**config.mk**
```make
export PLATFORM = sky130hd
export DESIGN_NAME = bsrc_apb_regs
export DESIGN_NICKNAME = d
export VERILOG_FILES = /design/src/sv/bucket_slot_reservation_counter_assert.svh /design/src/sv/bsrc_pkg.sv /design/src/sv/bsrc_apb_regs.sv
export SDC_FILE = /design/constraint.sdc
export NUM_CORES = 1
export LEC_CHECK = 0
export BUFFER_PORTS_ARGS = -buffer_cell sky130_fd_sc_hd__clkbuf_2
export CAP_MARGIN = 20
export CORE_UTILIZATION = 45
export DETAILED_ROUTE_END_ITERATION = 10
export MAX_ROUTING_LAYER = met4
export PLACE_DENSITY_LB_ADDON = 0.1
export SETUP_SLACK_MARGIN = 0.3
export SLEW_MARGIN = 20
export SYNTH_ARGS = -nofsm -noshare
export SYNTH_HDL_FRONTEND = slang
export SYNTH_SLANG_ARGS = --single-unit
```
**constraint.sdc**
```tcl
create_clock -name aclk -period 3.2 [get_ports aclk]
set_input_delay 0.64 -clock aclk [delete_from_list [all_inputs] [get_ports aclk]]
set_output_delay 0.64 -clock aclk [all_outputs]
set_load 0.03 [all_outputs]
```
**src/sv/bucket_slot_reservation_counter_assert.svh**
```systemverilog
// Assertion macros for the bucket slot reservation counter.
// Depends on aclk and aresetn being visible where the macros are used.
`ifndef BUCKET_SLOT_RESERVATION_COUNTER_ASSERT_SVH
`define BUCKET_SLOT_RESERVATION_COUNTER_ASSERT_SVH

// Check cons in the same cycle as ante.
`define BSRC_ASSERT_SAME(label, ante, cons, msg) \
    label: assert property (@(posedge aclk) disable iff (!aresetn) (ante) |-> (cons)) \
        else $error(msg);

// Check cons in the cycle after ante.
`define BSRC_ASSERT_NEXT(label, ante, cons, msg) \
    label: assert property (@(posedge aclk) disable iff (!aresetn) (ante) |=> (cons)) \
        else $error(msg);

`endif

```
**src/sv/bsrc_pkg.sv**
```systemverilog
// Shared constants, codes and types of the bucket slot reservation counter.
// No dependencies.
package bsrc_pkg;

    localparam int MAX_CATEGORIES = 1024;
    localparam int MAX_CAPACITY   = 4096;

    localparam int CAT_W  = $clog2(MAX_CATEGORIES);
    localparam int NCAT_W = 11;
    localparam int CNT_W  = 13;
    localparam int SUM_W  = 23;
    localparam int PROC_W = 32;
    localparam int ADDR_W = 22;
    localparam int MUL_W  = CAT_W + CNT_W;

    localparam int PADDR_W     = 4;
    localparam int PDATA_W     = 32;
    localparam int IN_TDATA_W  = 16;
    localparam int IN_TUSER_W  = 2;
    localparam int OUT_TUSER_W = 4;
    localparam int OUT_TDATA_W = 128;
    localparam int OUT_USED_W  = ADDR_W + 3 * SUM_W + PROC_W;
    localparam int OUT_PAD_W   = OUT_TDATA_W - OUT_USED_W;

    localparam logic [CNT_W-1:0]  RST_BACKING = CNT_W'(4096);
    localparam logic [CNT_W-1:0]  RST_CACHE   = CNT_W'(256);
    localparam logic [NCAT_W-1:0] RST_NCAT    = NCAT_W'(1024);

    localparam logic [1:0] REG_BACKING = 2'd0;
    localparam logic [1:0] REG_CACHE   = 2'd1;
    localparam logic [1:0] REG_NCAT    = 2'd2;

    typedef enum logic [1:0] {
        REQ_ADD   = 2'd0,
        REQ_UNDO  = 2'd1,
        REQ_FLUSH = 2'd2,
        REQ_NOP   = 2'd3
    } req_t;

    typedef enum logic [2:0] {
        ST_ROOM        = 3'd0,
        ST_LAST        = 3'd1,
        ST_CACHE_FULL  = 3'd2,
        ST_CAT_FULL    = 3'd3,
        ST_UNDO_EMPTY  = 3'd4,
        ST_BAD_CAT     = 3'd5
    } status_t;

    typedef struct packed {
        logic [CNT_W-1:0]  eff_backing;
        logic [CNT_W-1:0]  eff_cache;
        logic [NCAT_W-1:0] eff_ncat;
    } cfg_t;

endpackage

```
**src/sv/bsrc_apb_regs.sv**
```systemverilog
// Configuration registers behind the APB port, with clipped effective values.
// Depends on bsrc_pkg.
module bsrc_apb_regs
    import bsrc_pkg::*;
(
    input  logic               aclk,
    input  logic               aresetn,
    input  logic               psel,
    input  logic               penable,
    input  logic               pwrite,
    input  logic [PADDR_W-1:0] paddr,
    input  logic [PDATA_W-1:0] pwdata,
    output logic [PDATA_W-1:0] prdata,
    output logic               pready,
    output cfg_t               cfg
);

    logic [CNT_W-1:0]  bcap_reg, bcap_next;
    logic [CNT_W-1:0]  ccap_reg, ccap_next;
    logic [NCAT_W-1:0] ncat_reg, ncat_next;
    logic              wr_en;
    logic [CNT_W-1:0]  eff_b;
    logic [CNT_W-1:0]  eff_c;

    assign pready = 1'b1;
    assign wr_en  = psel && penable && pwrite;

    always_comb begin
        bcap_next = bcap_reg;
        ccap_next = ccap_reg;
        ncat_next = ncat_reg;
        if (wr_en) begin
            case (paddr[3:2])
                REG_BACKING: bcap_next = pwdata[CNT_W-1:0];
                REG_CACHE:   ccap_next = pwdata[CNT_W-1:0];
                REG_NCAT:    ncat_next = pwdata[NCAT_W-1:0];
                default: ;
            endcase
        end
    end

    always_ff @(posedge aclk) begin
        if (!aresetn) begin
            bcap_reg <= RST_BACKING;
            ccap_reg <= RST_CACHE;
            ncat_reg <= RST_NCAT;
        end else begin
            bcap_reg <= bcap_next;
            ccap_reg <= ccap_next;
            ncat_reg <= ncat_next;
        end
    end

    always_comb begin
        case (paddr[3:2])
            REG_BACKING: prdata = PDATA_W'(bcap_reg);
            REG_CACHE:   prdata = PDATA_W'(ccap_reg);
            REG_NCAT:    prdata = PDATA_W'(ncat_reg);
            default:     prdata = '0;
        endcase
    end

    // Clip capacities; a zero cache capacity counts as one slot.
    always_comb begin
        eff_b = (bcap_reg > CNT_W'(MAX_CAPACITY)) ? CNT_W'(MAX_CAPACITY) : bcap_reg;
        eff_c = (ccap_reg > eff_b) ? eff_b : ccap_reg;
        if (eff_c == '0) begin
            eff_c = CNT_W'(1);
        end
        cfg.eff_backing = eff_b;
        cfg.eff_cache   = eff_c;
        cfg.eff_ncat    = (ncat_reg > NCAT_W'(MAX_CATEGORIES)) ?
                          NCAT_W'(MAX_CATEGORIES) : ncat_reg;
    end

endmodule

```
==> summary.md <==
| Metric | Value |
|---|---|
| Status | finished with violations |
| Violations in the final reports | setup timing |
| Clock sink total | 37 |
| Diode count | 0 |
| Drt drc | 0 |
| Slew HR | between 50% and 60% |
| Total CTS buffers | 5 |
| Vias in the first global route | 2352 |
| DR vias/cell | between 5 and 6 |
| Post-route ant nets | 0 |
| Avg Cell Area, Syn | between 7 and 8 µm² |
| Fillcell total | 490 |
| Total of max-cap violations | 0 |
| Synthesis Warnings | 0 |
| Dominant synthesized flop cell | dfxtp_1 |
| Post-synth ARST share | 0% |
| H-tree depth | 2 |
| Max IR drop VDD | roughly 0.19 mV |
| Worst-skew pair later-pin latency | slightly below 0.3 ns |
| Total gr overflow | 0 |
| Final Hold Viols | 0 |
| Setup Viol. Count Final | 4 |
| Period utilisation layout | 101.8% |
| WS Path Type | flip-flop to primary output |
| DRT Pass-1 Iters | 4 |
| Leakage Power | ~1.5 nW |
| Synth top area share | approximately 30% |
| Distinct cell type count after synthesis | 34 |
| Boundary pin count | approximately 110 |
| Post-synth EDFFs | 0 |
| Setup slack after layout | -0.05601 ns |
| GP Congestion | 0.8919 |
| Top cells by area, synth | dfxtp_1 (30%), nand2_1 (13%), a21boi_0 (10%) |
| Wirelength per Cell | ~16 µm |
| CTS tree | built |
| First-pass GRT wire length | ~12000 µm |
| GRT Util Overall | ~27% |
| Crit path required time | 2.56 ns |
| Setup TNS | -0.1864 ns |
| Sequential share of the synthesized area | 29.70% |
| Setup Skew | 0 ns |
| # nets final | between 400 and 500 |
| RSZ-0062 raised after global routing | yes |
| FF+latch count, synth | 37 |
| Largest area contributor in the netlist | dfxtp_1 |
| Power share of the clock group | approximately two fifths |
| R2R cell count | 2 |
| Fmax | between 300 and 400 MHz |
| # rows | 26 |
| Measured slew at the worst slew-check pin | 0.6644 ns |
| Hold Crit Depth | 2 |
| Largest net degree at the start of global routing | 38 |
| Min-delay src | ncat_reg[1] |
| Reg2reg start | ncat_reg[10] |
| Post-Route WL | 7551 µm |
| Overall Power | ~0.0011 W |
| Reg power frac | between 40 and 50% |
| Switching share of total power | between 20 and 30% |
| Cts hold-fix bufs | 0 |
| Area growth from synthesis to layout | 34.92% |
| Power Internal | roughly 0.00076 W |
| Worst Setup End Kind | primary output |
| Reg2reg setup slack | ~2.3 ns |
| Max-slew violations | 0 |
| Core area | approximately 5200 µm² |
| Clock transition at the registers of the reported paths | 0.08 ns |
| Min-Delay Endpoint | ncat_reg[1] |
| Detail Placement HPWL | 5097 µm |
| CTS max path bufs | 2 |
| PwrDens | between 300 and 400 nW/µm² |
| Most frequent cells in the layout | nand2_1 (81), clkbuf_2 (56), dfxtp_1 (36), a21boi_0 (34), conb_1 (20) |
| PortBufs | 69 |
| Vias | 2512 |
| Layout cells sized above 1 | roughly 33% |
| Register area | 742.0 µm² |
| Hold crit path type | flip-flop to flip-flop |
| Initial antenna violation count | 0 |
| Worst EP arrival | around 2.6 ns |
| Cells after synthesis | about 330 |
| Initial DRC Count | ~130 |
| Die span in x | roughly 76 µm |
| Comb pwr share | around 16% |
| Synthesized area | 2494 µm² |
| Critical Path Source Type | flip-flop |
| CP Max Fanout | 7 |
| Commonest non-fill, non-tap cell in the layout | nand2_1 |
| Full die area | 5843 µm² |
| Crit path time final | between 3 and 4 ns |
| Initial core utilization | between 40% and 50% |
| Psw | just under 0.0003 W |
| Die Y | ~76 µm |
| Root Buffer | clkbuf_8 |
| RR Endpoint | ncat_reg[10] |
| Footprint of the multi-input gates | about 1700 µm² |
[logic make-up (layout without fill, tap and decap cells)]
logic type / count (synthesis) / after routing / synth area share [%]
buffers and inverters: 54 / 110 / 11.69
adders and majority gates: 13 / 13 / 6.523
AOI/OAI and AO/OA: 60 / 60 / 16.81
DFF: 37 / 37 / 29.70
other: 2 / 20 / 0.3012
muxes: 24 / 24 / 10.19
and+or+nand+nor: 139 / 139 / 24.79
[cells in the mapped netlist (all sizes together), types with 2 or more instances]
library cell and count:
clkbuf 15, buf 26, nand3 18, and3 2, a21boi 34, nand2 89, inv 13, mux2 11
dfxtp 37, nor3 3, nor2b 13, conb 2, a211oi 2, nor2 4, a21oi 5, nor4 4
o21ai 13, mux2i 13, ha 13, and4 2
[area by class of cell]
| class | instances | area share [%] |
|---|---|---|
| clock buffer | 6 | 2.157 |
| clock inverter | 2 | 1.153 |
| inverter | 13 | 1.562 |
| multi-input combinational | 256 | 51.51 |
| sequential | 37 | 22.05 |
| tap | 70 | 2.603 |
| timing repair buffer | 89 | 18.97 |
[metal layers]
layer | share of wire [%] | track usage, %
met1 | 44 | 34.79
met2 | 49 | 43.96
met3 | 5.7 | 3.832
met4 | 0.98 | 6.154
met5 | 0 | -
[power groups by stage]
stage	Combinational (W)	Clock, W	Sequential, W
after floorplan	0.000126	0	0.000482
after detailed placement	0.000147	0	0.000485
after global routing	0.000181	0.000444	0.000477
after CTS	0.000161	0.000423	0.000475
final	0.000170	0.000413	0.000476
after global placement	0.000147	0	0.000485
[worst max-delay path, cell delays in order (launching register included)]
cell        delay, ns
dfxtp_2          0.34
clkinvlp_4       0.10
buf_8            0.15
nand2_4          0.07
ha_4             0.28
and4_4           0.23
nand2_2          0.07
a31o_4           0.22
a21oi_4          0.18
buf_6            0.14
or2b_1           0.23
o32a_1           0.16
clkbuf_8         0.16
[worst max-delay path by stage]
stage,startpoint,end,slack [ns],cells after the start
2_1_floorplan,bcap_reg[12],cfg[14],0.29,10
3_3_place_gp,bcap_reg[12],cfg[11],0.06,11
3_5_place_dp,bcap_reg[12],cfg[11],0.02,11
4_1_cts,bcap_reg[12],cfg[11],0.002,12
5_1_grt,bcap_reg[12],cfg[11],-0.16,12
6_report,bcap_reg[12],cfg[11],-0.06,12
[per-stage QoR]
step                utilization [%]  worst slack [ns]  std cells  area [µm²]  hold WS, ns
finish                        64.24          -0.05601        473        3364       0.4920
global route                  64.24           -0.1616        473        3364       0.5124
CTS                           62.04          0.001560        469        3249       0.4923
detailed placement            54.25           0.01683        457        2841       0.4817
global placement              54.25           0.05533        457        2841       0.4710
floorplan                         -            0.2917        347        2571       0.4513
[what timing repair did]
action | CTS | global route
pin swaps | 15 | 4
endpoints found under the setup margin | 13 | 13
gates resized for setup | 56 | 24
buffers inserted | 4 | 4
No activity file was read; power rests on OpenSTA's default activity.
